<file path="src/rsa_pkg.sv">
// Shared types and constants of the RSA engine.
package rsa_pkg;
  localparam int MODULUS_BITS_DEF = 31;
  localparam int MAX_CPB_DEF = 3;
  localparam int CHAR_BITS = 7;
  localparam int CFG_BITS = 31;
  localparam int CFG_IDX_BITS = 2;

  localparam logic [CFG_IDX_BITS-1:0] REG_MODE = 2'd0;
  localparam logic [CFG_IDX_BITS-1:0] REG_CPB = 2'd1;
  localparam logic [CFG_IDX_BITS-1:0] REG_EXP = 2'd2;
  localparam logic [CFG_IDX_BITS-1:0] REG_MOD = 2'd3;

  typedef enum logic [3:0] {
    ST_IDLE, ST_REDUCE, ST_EXP_CHECK, ST_MUL_RES, ST_WAIT_RES,
    ST_MUL_SQR, ST_WAIT_SQR, ST_EMIT, ST_EMIT_WAIT
  } state_t;

  // Controller to datapath.
  typedef struct packed {
    logic load;        // capture base and exponent
    logic red_start;   // begin base reduction
    logic mul_start;   // begin a modular multiply
    logic mul_sel_res; // multiply result (1) or square base (0)
    logic exp_shift;   // drop one exponent bit
    logic emit_load;   // load output register
    logic emit_shift;  // next decrypt character
  } ctl_t;

  // Datapath to controller.
  typedef struct packed {
    logic busy;
    logic exp_zero;
    logic exp_lsb;
  } sts_t;
endpackage

</file>
<file path="src/rsa_datapath.sv">
// Modular multiply/reduce unit with exponent, base and result registers.
module rsa_datapath #(
  parameter int MODULUS_BITS = rsa_pkg::MODULUS_BITS_DEF
) (
  input  logic                    clk,
  input  logic                    rst,
  input  rsa_pkg::ctl_t           ctl,
  output rsa_pkg::sts_t           sts,
  input  logic [MODULUS_BITS-1:0] base_in,
  input  logic [30:0]             exp_in,
  input  logic [MODULUS_BITS-1:0] mod_in,
  output logic [MODULUS_BITS-1:0] result
);
  import rsa_pkg::*;
  localparam int CW = $clog2(MODULUS_BITS + 1);
  localparam int W = MODULUS_BITS;

  logic [W-1:0] res, b, a_op, b_op, r;
  logic [30:0]  e;
  logic [CW-1:0] cnt;
  logic busy, reducing;
  logic [W:0] r2, r2s, r3, r3s;
  logic bit_now;

  // One bit of the shift-and-add multiply per cycle. Reduction of the base
  // reuses the same loop as base * 1.
  always_comb begin
    bit_now = b_op[cnt[CW-1:0] - CW'(1)];
    r2  = {r, 1'b0};
    r2s = (r2 >= {1'b0, mod_in}) ? r2 - {1'b0, mod_in} : r2;
    r3  = bit_now ? r2s + {1'b0, a_op} : r2s;
    r3s = (r3 >= {1'b0, mod_in}) ? r3 - {1'b0, mod_in} : r3;
  end

  always_ff @(posedge clk) begin
    if (rst) begin
      busy <= 1'b0;
      reducing <= 1'b0;
      cnt <= '0;
    end else begin
      if (ctl.load) begin
        e <= exp_in;
        b <= base_in;
        res <= W'(1);
      end
      if (ctl.exp_shift) e <= e >> 1;
      if (ctl.red_start) begin
        // base mod m: a*1 via Horner over base bits (base*1 with a = 1 bits)
        a_op <= W'(1);
        b_op <= b;
        r <= '0;
        cnt <= CW'(W);
        busy <= 1'b1;
        reducing <= 1'b1;
      end else if (ctl.mul_start) begin
        a_op <= ctl.mul_sel_res ? res : b;
        b_op <= b;
        r <= '0;
        cnt <= CW'(W);
        busy <= 1'b1;
        reducing <= 1'b0;
      end else if (busy) begin
        r <= r3s[W-1:0];
        cnt <= cnt - CW'(1);
        if (cnt == CW'(1)) begin
          busy <= 1'b0;
          if (reducing) b <= r3s[W-1:0];
          else if (a_op == res && ctl.mul_sel_res) res <= r3s[W-1:0];
          else b <= r3s[W-1:0];
        end
      end
    end
  end

  assign sts.busy = busy;
  assign sts.exp_zero = (e == '0);
  assign sts.exp_lsb = e[0];
  assign result = res;
endmodule

</file>
<file path="src/rsa_ctrl.sv">
// Controller state machine: input acceptance, exponent sequencing and result delivery.
module rsa_ctrl (
  input  logic           clk,
  input  logic           rst,
  input  logic           in_fire,
  input  logic           need_exp,
  input  logic           emit_more,
  input  logic           out_fire,
  input  rsa_pkg::sts_t  sts,
  output rsa_pkg::ctl_t  ctl,
  output logic           in_ready,
  output logic           out_valid
);
  import rsa_pkg::*;
  state_t state, state_next;
  logic sel_res;

  always_ff @(posedge clk) begin
    if (rst) begin
      state <= ST_IDLE;
      sel_res <= 1'b0;
    end else begin
      state <= state_next;
      if (ctl.mul_start) sel_res <= ctl.mul_sel_res;
    end
  end

  always_comb begin
    state_next = state;
    ctl = '0;
    ctl.mul_sel_res = sel_res;
    in_ready = 1'b0;
    out_valid = 1'b0;
    unique case (state)
      ST_IDLE: begin
        in_ready = 1'b1;
        if (in_fire && need_exp) begin
          ctl.load = 1'b1;
          state_next = ST_REDUCE;
        end
      end
      ST_REDUCE: begin
        ctl.red_start = 1'b1;
        state_next = ST_WAIT_SQR;
      end
      ST_EXP_CHECK: begin
        if (sts.exp_zero) begin
          ctl.emit_load = 1'b1;
          state_next = ST_EMIT;
        end else if (sts.exp_lsb) state_next = ST_MUL_RES;
        else state_next = ST_MUL_SQR;
      end
      ST_MUL_RES: begin
        ctl.mul_start = 1'b1;
        ctl.mul_sel_res = 1'b1;
        state_next = ST_WAIT_RES;
      end
      ST_WAIT_RES: if (!sts.busy) state_next = ST_MUL_SQR;
      ST_MUL_SQR: begin
        ctl.mul_start = 1'b1;
        ctl.mul_sel_res = 1'b0;
        ctl.exp_shift = 1'b1;
        state_next = ST_WAIT_SQR;
      end
      ST_WAIT_SQR: if (!sts.busy) state_next = ST_EXP_CHECK;
      ST_EMIT: begin
        out_valid = 1'b1;
        if (out_fire) begin
          if (emit_more) ctl.emit_shift = 1'b1;
          else state_next = ST_IDLE;
        end
      end
      default: state_next = ST_IDLE;
    endcase
  end
endmodule

</file>
<file path="src/rsa_block_cipher.sv">
// Top level of the RSA square-and-multiply engine.
// Computes base^exponent mod modulus one item at a time. In encrypt mode
// (mode 0) 7-bit characters are packed lowest first into blocks of
// chars_per_block; a full block, or a partial block closed by last_in (zero
// padded), is exponentiated and delivered as one transfer with last copied
// from last_in. A character that does not close a block is taken with no
// output. In decrypt mode each word is exponentiated and delivered as
// chars_per_block characters, the final one marked by last. The base
// reduction and every modular multiply run through one shared shift-and-add
// unit, and each exponent bit passes through a check state. Decrypt
// characters follow one per transfer, and a new input is taken the cycle
// after the last result transfer. Exponent zero yields 1. The user must write
// configuration only while idle; the block itself does not enforce it.
module rsa_block_cipher #(
  parameter int MODULUS_BITS = rsa_pkg::MODULUS_BITS_DEF,
  parameter int MAX_CHARS_PER_BLOCK = rsa_pkg::MAX_CPB_DEF
) (
  input  logic                       clk,
  input  logic                       rst,
  input  logic                       s_tvalid,
  output logic                       s_tready,
  // [MODULUS_BITS-1:0] data_in, upper bits zero
  input  logic [((MODULUS_BITS + 7) / 8) * 8 - 1:0] s_tdata,
  input  logic                       s_tlast,   // last_in
  output logic                       m_tvalid,
  input  logic                       m_tready,
  // [MODULUS_BITS-1:0] data_out, upper bits zero
  output logic [((MODULUS_BITS + 7) / 8) * 8 - 1:0] m_tdata,
  output logic                       m_tlast,   // last_out
  input  logic                       cfg_we,
  input  logic [rsa_pkg::CFG_IDX_BITS-1:0] cfg_index,
  input  logic [rsa_pkg::CFG_BITS-1:0]     cfg_data
);
  import rsa_pkg::*;
  localparam int TDATA_W = ((MODULUS_BITS + 7) / 8) * 8;
  localparam int ACC_W = CHAR_BITS * MAX_CHARS_PER_BLOCK;
  localparam int PCW = $clog2(MAX_CHARS_PER_BLOCK + 1);
  localparam int POSW = (MAX_CHARS_PER_BLOCK > 1) ? $clog2(MAX_CHARS_PER_BLOCK) : 1;

  logic                    mode;
  logic [1:0]              cpb;
  logic [30:0]             exponent;
  logic [MODULUS_BITS-1:0] modulus;
  logic [ACC_W-1:0]        pack_acc, acc_now;
  logic [PCW-1:0]          pack_count, blk, pos;
  logic                    in_fire, out_fire, need_exp, emit_more, last_hold;
  logic [MODULUS_BITS-1:0] base, mod_eff, result, out_word;
  logic [PCW-1:0]          emit_idx;
  ctl_t ctl;
  sts_t sts;

  // Hold configuration.
  always_ff @(posedge clk) begin
    if (rst) begin
      mode <= 1'b0;
      cpb <= 2'd1;
      exponent <= 31'd1;
      modulus <= MODULUS_BITS'(2);
    end else if (cfg_we) begin
      unique case (cfg_index)
        REG_MODE: mode <= cfg_data[0];
        REG_CPB:  cpb <= cfg_data[1:0];
        REG_EXP:  exponent <= cfg_data[30:0];
        REG_MOD:  modulus <= MODULUS_BITS'(cfg_data);
        default: ;
      endcase
    end
  end

  always_comb begin
    blk = (cpb == 2'd0) ? PCW'(1) : PCW'(cpb);
    if (blk > PCW'(MAX_CHARS_PER_BLOCK)) blk = PCW'(MAX_CHARS_PER_BLOCK);
    mod_eff = (modulus < MODULUS_BITS'(2)) ? MODULUS_BITS'(2) : modulus;
    pos = (pack_count >= PCW'(MAX_CHARS_PER_BLOCK)) ?
          PCW'(MAX_CHARS_PER_BLOCK - 1) : pack_count;
    acc_now = pack_acc | (ACC_W'(s_tdata[CHAR_BITS-1:0]) << (CHAR_BITS * pos));
    need_exp = mode || (pos + PCW'(1) >= blk) || s_tlast;
    base = mode ? s_tdata[MODULUS_BITS-1:0] : MODULUS_BITS'(acc_now);
  end

  assign in_fire = s_tvalid && s_tready;
  assign out_fire = m_tvalid && m_tready;
  assign emit_more = mode && (emit_idx + PCW'(1) < blk);

  // Advance the packing state on accepted encrypt characters.
  always_ff @(posedge clk) begin
    if (rst) begin
      pack_acc <= '0;
      pack_count <= '0;
    end else if (in_fire && !mode) begin
      if (need_exp) begin
        pack_acc <= '0;
        pack_count <= '0;
      end else begin
        pack_acc <= acc_now;
        pack_count <= pos + PCW'(1);
      end
    end
  end

  always_ff @(posedge clk) begin
    if (rst) emit_idx <= '0;
    else if (in_fire) begin
      last_hold <= s_tlast;
      emit_idx <= '0;
    end else if (ctl.emit_shift) emit_idx <= emit_idx + PCW'(1);
    if (ctl.emit_load) out_word <= result;
    else if (ctl.emit_shift) out_word <= out_word >> CHAR_BITS;
  end

  assign m_tdata = TDATA_W'(mode ? MODULUS_BITS'(out_word[CHAR_BITS-1:0]) : out_word);
  assign m_tlast = mode ? !emit_more : last_hold;

  rsa_ctrl u_ctrl (
    .clk, .rst, .in_fire, .need_exp, .emit_more, .out_fire, .sts, .ctl,
    .in_ready(s_tready), .out_valid(m_tvalid)
  );

  rsa_datapath #(.MODULUS_BITS(MODULUS_BITS)) u_dp (
    .clk, .rst, .ctl, .sts, .base_in(base), .exp_in(exponent), .mod_in(mod_eff),
    .result
  );
endmodule

</file>
<file path="config.mk">
export PLATFORM = sky130hd
export DESIGN_NAME = rsa_block_cipher
export DESIGN_NICKNAME = d
export VERILOG_FILES = /design/src/rsa_pkg.sv /design/src/rsa_datapath.sv /design/src/rsa_ctrl.sv /design/src/rsa_block_cipher.sv
export SDC_FILE = /design/constraint.sdc
export NUM_CORES = 1
export LEC_CHECK = 0
export BUFFER_PORTS_ARGS = -buffer_cell sky130_fd_sc_hd__buf_2
export CAP_MARGIN = 20
export CELL_PAD_IN_SITES_DETAIL_PLACEMENT = 0
export CELL_PAD_IN_SITES_GLOBAL_PLACEMENT = 1
export CORE_MARGIN = 8
export CORE_UTILIZATION = 45
export CTS_CLUSTER_DIAMETER = 100
export DETAILED_ROUTE_END_ITERATION = 10
export PLACE_DENSITY_LB_ADDON = 0.1
export SYNTH_ARGS = -nofsm -noshare
export SYNTH_HDL_FRONTEND = slang
export SYNTH_SLANG_ARGS = --single-unit
</file>
<file path="constraint.sdc">
create_clock -name clk -period 10.2 [get_ports clk]
set_clock_uncertainty 0.05 [all_clocks]
set_input_delay 0.51 -clock clk [delete_from_list [all_inputs] [get_ports clk]]
set_output_delay 0.51 -clock clk [all_outputs]
set_load 0.005 [all_outputs]
</file>
==> flow_summary.json, run 1 <==
{
  "crit_fanout": 14,
  "crit_top_cell": "a21oi_1",
  "seq_area_frac_synth_pct": 42.5,
  "crit_arrival_ns": 9.44,
  "cp_data_required_time_ns": 10.42,
  "drtAntennaViolNets": 0,
  "wl_per_cell_um": 22.7,
  "place_congestion": 0.955,
  "status": "completed",
  "chipWidth_um": 228,
  "htreeDepth": 2,
  "syn_inst": 2188,
  "slowest_stage": "and4_1",
  "relSlewSlack_pct": 16.5,
  "syn_avg_cell_area_sq_um": 9.22,
  "finalSetupViolations": 0,
  "cts_resized": 0,
  "hp-class": "in -> reg",
  "cts.sinks": 319,
  "period_needed_ns": 9.22,
  "track_usage_pct": 24.6,
  "routed_wl_um": 66000,
  "finalNonFillerCells": 2903,
  "clock_latency_ns": 0.55,
  "place_inst": 2833,
  "synthArstFlopShare_pct": 0,
  "ctsHoldBuffers": 0,
  "final-seq-area_sq_mm": 0.00857,
  "antenna_found_initial": 0,
  "slew_violations": 0,
  "fin_nets": 2451,
  "synth.distinct_cells": 86,
  "root_buffer": "clkbuf_16",
  "post-route-util_pct": 51.4,
  "synth_edf_count": 218,
  "grt_max_degree": 78,
  "n_antenna_cell": 0,
  "r2r_slack_ns": 0.98,
  "fillers": 4239,
  "tns_ns": 0,
  "worstHoldPathCells": 1,
  "firstDrtPassIters": 5,
  "cap_violations": 0,
  "rr_startpoint": "modulus[24]",
  "ys_ff_latch": 319,
  "core_sq_mm": 0.0442,
  "critical_path_class": "reg -> reg",
  "dr_total_vias": 16800,
  "ys_dominant_reg_cell": "edfxtp_1",
  "grt_pass1_wl_um": 99500,
  "dp_hpwl_um": 50200,
  "drc": 0,
  "syn_to_final_growth_pct": 12.6,
  "drt_first_iter_violations": 1554,
  "startpoint_type": "flip-flop",
  "hold_viol": 0,
  "min_from": "s_tlast",
  "path_clk_slew_ns": 0.06,
  "cts_setup_buffers": 0,
  "die_h_um": 228,
  "cp-end-kind": "flip-flop",
  "critPathMaxStageDelay_ns": 0.46,
  "yosysWarnings": 0,
  "ios": 106,
  "worstMarginPinSlew_ns": 1.24,
  "rsz0062_at_grt": "no",
  "min_to": "last_hold",
  "finalCritPeriodShare_pct": 90.4,
  "synth_fp_nets": 2357,
  "start_util_pct": 45.6,
  "cts_buffers": 38,
  "num_rows": 77,
  "worstReg2RegEnd": "u_dp.result[5]",
  "cts_tree": "done",
  "reg2regPathDepth": 39,
  "synthesis.area_sq_mm": 0.0202,
  "grt_overflow": 0,
  "die-area_sq_mm": 0.0518,
  "drive_above_1_share_pct": 15.4,
  "vias_per_cell": 5.78,
  "port_buffers": 103,
  "cts.path.max_buffers": 3,
  "fmax_mhz": 108,
  "grt_pass1_vias": 16200,
  "multi_input_area_sq_mm": 0.0108
}
[worst max-delay path by stage]
stage / start / end / cells after the start
2_1_floorplan: modulus[1] / u_dp.b[7] / 41
3_3_place_gp: modulus[24] / u_dp.b[7] / 38
3_5_place_dp: modulus[24] / u_dp.b[7] / 39
4_1_cts: modulus[24] / u_dp.b[4] / 39
5_1_grt: modulus[24] / u_dp.result[5] / 39
6_report: modulus[24] / u_dp.result[5] / 39
[cell families after synthesis]
group | after synthesis | synth area share, %
XOR/XNOR | 121 | 5.29
adder cells (fa/ha/maj) | 99 | 6.17
AND/OR/NAND/NOR | 731 | 16.5
buffers and inverters | 192 | 4.11
flip-flops | 319 | 42.5
other | 1 | 0.0186
multiplexers | 123 | 7.07
AO/OA/AOI/OAI | 602 | 18.3
[sequential cells by signal, summed over array words and instances (netlist names), 2 cells and up]
register and count:
cpb 2, emit_idx 2, exponent 31, modulus 31, out_word 31, pack_acc 21, pack_count 2, u_ctrl.state 3
u_dp.a_op 31, u_dp.b 31, u_dp.b_op 31, u_dp.cnt 5, u_dp.e 31, u_dp.r 31, u_dp.result 31
[per-stage QoR]
| stage | hold slack [ns] | worst slack [ns] | cell area, sq um |
|---|---|---|---|
| floorplan | 0.382 | 2.04 | 20200 |
| global placement | 0.388 | 1.09 | 21500 |
| detailed placement | 0.395 | 1.06 | 21500 |
| CTS | 0.0700 | 1.00 | 22700 |
| global route | 0.0941 | 0.372 | 22700 |
| finish | 0.100 | 0.981 | 22700 |
[critical path: cells and delay by family (launching register included)]
kind | cells | cell delay, ns
AOI/OAI and AO/OA | 19 | 3.67
and+or+nand+nor | 9 | 2.46
muxes | 3 | 0.85
adders and majority gates | 3 | 0.84
buffers and inverters | 2 | 0.38
xor gates and xnor gates | 3 | 0.34
DFF | 1 | 0.32
[synth_stat cells (4+ instances only)]
cell	instances	area share [%]
a211oi_1	27	1.0
nand4_1	21	0.65
a2111oi_2	4	0.30
xnor2_1	52	2.3
a221oi_1	4	0.17
o21ai_0	81	2.0
o211ai_1	8	0.30
a31o_2	5	0.22
nand2b_1	14	0.43
and3_1	37	1.1
o21a_1	14	0.52
a21o_1	50	1.9
mux2i_1	46	2.3
and2_1	17	0.53
edfxtp_1	218	32
dfxtp_1	101	10
mux2_2	67	3.7
nor2b_1	34	1.1
a31oi_1	14	0.43
nand2_1	291	5.4
o31ai_1	11	0.41
nand3_1	57	1.4
nor4_1	21	0.65
clkbuf_1	98	1.8
ha_1	97	6.0
inv_1	64	1.2
buf_1	13	0.24
xor2_1	68	3.0
o21bai_1	21	0.78
nor2_1	181	3.4
mux4_2	8	0.89
a221o_1	8	0.40
nor3_1	24	0.60
o22ai_1	4	0.12
a311oi_1	5	0.22
a21oi_1	278	6.9
nor3b_1	5	0.19
buf_4	9	0.33
or2_2	8	0.25
nand3b_1	6	0.22
o21ai_1	31	0.77
[layout make-up]
cell class / instances / area share (%)
Multi-Input combinational cell: 1677 / 47.6
Sequential cell: 319 / 37.7
Timing Repair Buffer: 182 / 5.08
Clock buffer: 55 / 4.69
Tap cell: 592 / 3.26
Inverter: 64 / 1.06
Clock inverter: 14 / 0.562
[per-layer routing]
layer | part of all wire (%) | track usage, % | vias up
li1 | - | - | 8142
met1 | 46 | 34.0 | 8042
met2 | 45 | 38.4 | 505
met3 | 6.3 | 4.49 | 94
met4 | 3.2 | 8.23 | 0
met5 | 0 | 0 | -
[placed cells by master (no fill, tap or decap), types with 50 or more instances in the layout]
cell	n
o21ai_0	80
edfxtp_1	218
xnor2_1	52
a21oi_1	277
mux2_2	67
ha_1	97
xor2_1	68
a21o_1	50
buf_2	103
nand3_1	56
dfxtp_1	100
nor2_1	175
buf_4	76
inv_1	63
nand2_1	291
Power of run 1 is left out: the tool's default activity adds up to more than one toggle a clock period on the data nets, which glitch-free logic cannot reach.
==> run 2: changes to the inputs <==
- MAX_ROUTING_LAYER: default -> met4
==> run 2 against run 1 <==
  * Cell count decreased by 0.28%
  * Final area down 0.33%
  * Fmax down 2.2%
  * Sequential cell count is the same
  * Register-to-register slack got worse by 0.20 ns
  * Critical path depth decreased by 1
  * Clock-buffer cell count is 1 lower
  * Setup slack worse by 0.20 ns
  * Critical endpoint is now u_dp.result[1]
==> flow_summary.json, run 2 (synthesis results as in run 1) <==
{
  "status": "completed",
  "dp_hpwl_um": 50300,
  "critPathMaxStageDelay_ns": 0.51,
  "crit_top_cell": "a21oi_1",
  "chipWidth_um": 228,
  "grt_overflow": 0,
  "final_common_cell": "nand2_1",
  "ios": 106,
  "cts_buffers": 38,
  "hold_viol": 0,
  "wl_per_cell_um": 22.8,
  "grt_pass1_vias": 16100,
  "fin_nets": 2445,
  "num_rows": 77,
  "finalNonFillerCells": 2895,
  "cp-end-kind": "flip-flop",
  "critPathTopFamily": "compound AO/OA/AOI/OAI gates",
  "post-route-util_pct": 51.2,
  "finalSetupViolations": 0,
  "rsz0062_at_grt": "no",
  "startpoint_type": "flip-flop",
  "die-area_sq_mm": 0.0518,
  "htreeDepth": 2,
  "crit_arrival_ns": 9.64,
  "reg2regPathDepth": 38,
  "drc": 0,
  "cp_data_required_time_ns": 10.42,
  "start_util_pct": 45.6,
  "period_needed_ns": 9.42,
  "slew_violations": 0,
  "finalCritPeriodShare_pct": 92.4,
  "crit_fanout": 14,
  "dr_total_vias": 16800,
  "cts_tree": "done",
  "syn_to_final_growth_pct": 12.3,
  "drive_above_1_share_pct": 15.0,
  "antenna_found_initial": 0,
  "r2r_slack_ns": 0.78,
  "cap_violations": 0,
  "worstHoldPathCells": 1,
  "ctsHoldBuffers": 0,
  "grt_pass1_wl_um": 99300,
  "drt_first_iter_violations": 1506,
  "fmax_mhz": 106,
  "final-seq-area_sq_mm": 0.00857,
  "critical_path_depth": 38,
  "port_buffers": 103,
  "critical_path_class": "reg -> reg",
  "vias_per_cell": 5.80,
  "place_congestion": 0.948,
  "multi_input_area_sq_mm": 0.0108,
  "crit_start": "modulus[24]",
  "root_buffer": "clkbuf_16",
  "slowest_stage": "and4_1",
  "layout_common_cells": "291 x nand2_1, 277 x a21oi_1, 218 x edfxtp_1",
  "rr_startpoint": "modulus[24]",
  "tns_ns": 0,
  "cts.sinks": 319,
  "drtAntennaViolNets": 0,
  "clock_latency_ns": 0.55,
  "cts_setup_buffers": 0,
  "relSlewSlack_pct": 37.7,
  "hp-class": "in -> reg",
  "core_sq_mm": 0.0442,
  "worstMarginPinSlew_ns": 0.934,
  "cts.path.max_buffers": 3,
  "n_antenna_cell": 0,
  "grt_max_degree": 66,
  "cts_resized": 0,
  "track_usage_pct": 25.3,
  "routed_wl_um": 65900,
  "firstDrtPassIters": 5,
  "place_inst": 2826,
  "die_h_um": 228,
  "path_clk_slew_ns": 0.06,
  "fillers": 4195,
  "path_buf_inv": 3,
  "min_from": "s_tlast"
}
-- run 2: path summary, 6_finish.rpt --
kind / end
worst max register to register: u_dp.result[1]
worst min register to register: exponent[23]
worst max-delay path: u_dp.result[1]
worst min-delay path: last_hold
-- run 2: per-layer routing --
layer	vias to the layer above	GRT usage (%)	wire [um]	part of all wire (%)
met4	0	8.48	2260	3.4
met2	534	38.3	29800	45
met3	89	3.64	4120	6.2
li1	8124	-	-	-
met1	8033	34.4	29700	45
met5	-	-	0	0
-- run 2: area by class of cell --
| type | count | area share (%) |
|---|---|---|
| multi-input cells | 1677 | 47.8 |
| well taps | 592 | 3.27 |
| flip-flops and latches | 319 | 37.9 |
| clock buffers | 54 | 4.53 |
| inverters | 64 | 1.06 |
| clock inverters | 13 | 0.580 |
| repair buffers | 176 | 4.93 |
-- run 2: through the flow --
stage	setup WS (ns)	instance area (sq um)	hold slack [ns]
3_5_place_dp	0.924	21500	0.393
2_1_floorplan	2.04	20200	0.382
5_1_grt	0.122	22600	0.0926
6_report	0.776	22600	0.105
3_3_place_gp	0.890	21500	0.387
4_1_cts	0.824	22600	0.0806
Power of run 2 is left out for the same reason.
==> run 3: changes to the inputs <==
- clock period: 10.2 -> 10.3 ns (I/O delays scaled with it)
==> run 3 against run 2 <==
  * Cell count shrank 0.28%
  * Global-route usage shrank 0.53 points
  * First-iteration DRC count grew 1.8%
  * Register-to-register slack gained 0.08 ns
  * Core utilization is essentially flat
  * Fmax shrank 0.25%
  * Sequential cell count is the same
  * Worst hold slack gained 0.0065 ns
  * Via count grew 0.14%
  * Sequential share of layout area is essentially flat
  * Routed wire length shrank 1.6%
  * Setup slack gained 0.076 ns
  * Critical endpoint is now u_dp.b[14]
==> flow_summary.json, run 3 (synthesis results as in run 1) <==
{
  "status": "completed",
  "final_common_cell": "nand2_1",
  "multi_input_area_sq_mm": 0.0108,
  "clock_latency_ns": 0.55,
  "finalSetupViolations": 0,
  "port_buffers": 103,
  "cts_setup_buffers": 0,
  "dr_total_vias": 16800,
  "die_h_um": 228,
  "track_usage_pct": 24.7,
  "cts_resized": 0,
  "critPathMaxStageDelay_ns": 0.50,
  "cts.sinks": 319,
  "htreeDepth": 2,
  "syn_to_final_growth_pct": 12.2,
  "layout_common_cells": "291 x nand2_1, 277 x a21oi_1, 218 x edfxtp_1",
  "drt_first_iter_violations": 1533,
  "period_needed_ns": 9.45,
  "relSlewSlack_pct": 18.1,
  "crit_top_cell": "a21oi_1",
  "drtAntennaViolNets": 0,
  "path_clk_slew_ns": 0.06,
  "critical_path_class": "reg -> reg",
  "ctsHoldBuffers": 0,
  "place_ws_ns": 0.962,
  "slew_violations": 0,
  "root_buffer": "clkbuf_16",
  "holdWs_ns": 0.112,
  "drive_above_1_share_pct": 14.9,
  "final-seq-area_sq_mm": 0.00857,
  "fin_nets": 2436,
  "antenna_found_initial": 1,
  "tns_ns": 0,
  "cts_buffers": 37,
  "dp_hpwl_um": 49200,
  "place_congestion": 0.975,
  "chipWidth_um": 228,
  "routed_wl_um": 64800,
  "grt_max_degree": 67,
  "core_sq_mm": 0.0442,
  "cts_tree": "done",
  "rsz0062_at_grt": "no",
  "fillers": 4189,
  "grt_pass1_wl_um": 97400,
  "hp-class": "in -> reg",
  "grt_pass1_vias": 16000,
  "cp_data_required_time_ns": 10.52,
  "drc": 0,
  "startpoint_type": "flip-flop",
  "finalCritPeriodShare_pct": 91.7,
  "firstDrtPassIters": 5,
  "wl_per_cell_um": 22.5,
  "slowest_stage": "and4_1",
  "vias_per_cell": 5.82,
  "crit_fanout": 19,
  "die-area_sq_mm": 0.0518,
  "ios": 106,
  "cts.path.max_buffers": 3,
  "timing.final.ws_setup_ns": 0.853,
  "hold_viol": 0,
  "num_rows": 77,
  "start_util_pct": 45.6,
  "fmax_mhz": 106,
  "cap_violations": 0,
  "worstMarginPinSlew_ns": 1.22,
  "n_antenna_cell": 0,
  "crit_arrival_ns": 9.67,
  "grt_overflow": 0,
  "cp-end-kind": "flip-flop"
}
run 3: changes by cell type in the layout (fill, tap and decap cells not counted), sizes merged:
| cell | before | now |
|---|---|---|
| buf | 175 | 168 |
| bufinv | 2 | 3 |
| clkbuf | 55 | 52 |
| clkinv | 8 | 9 |
| clkinvlp | 0 | 1 |
| inv | 67 | 66 |
run 3: metrics by stage:
| step | utilization [%] | area [sq um] | std cells |
|---|---|---|---|
| final | 51.2 | 22600 | 2887 |
| after global placement | 48.4 | 21400 | 2819 |
| after floorplan | - | 20200 | 2188 |
| after detailed placement | 48.4 | 21400 | 2819 |
| after global routing | 51.2 | 22600 | 2887 |
| after CTS | 51.1 | 22600 | 2886 |
run 3: final timing paths:
kind | depth (start not counted) | slack (ns) | end | startpoint
hold reg to reg | 2 | 0.40 | exponent[30] | exponent[30]
hold / removal | 1 | 0.11 | last_hold | s_tlast
setup / recovery | 38 | 0.85 | u_dp.b[14] | modulus[24]
setup reg to reg | 38 | 0.85 | u_dp.b[14] | modulus[24]
run 3: final cells by class:
class | instances | area share (%)
multi-input cells | 1677 | 47.8
flip-flops and latches | 319 | 37.9
clock buffers | 52 | 4.70
repair buffers | 168 | 4.63
well taps | 592 | 3.27
inverters | 64 | 1.06
clock inverters | 15 | 0.669
run 3: routing by layer:
metal,wire [um],track usage [%]
met5,0,-
met4,2410,9.06
met3,4260,3.72
met2,28600,36.9
met1,29600,33.8
run 3: critical path: cells and delay by family, from the launching register on:
kind | cells | cell delay (ns)
flip-flops | 1 | 0.33
multiplexers | 4 | 0.94
buffers and inverters | 3 | 0.73
adder cells (fa/ha/maj) | 3 | 0.96
AO/OA/AOI/OAI | 17 | 3.31
AND/OR/NAND/NOR | 9 | 2.60
XOR/XNOR | 2 | 0.24
Power of run 3 is left out for the same reason.
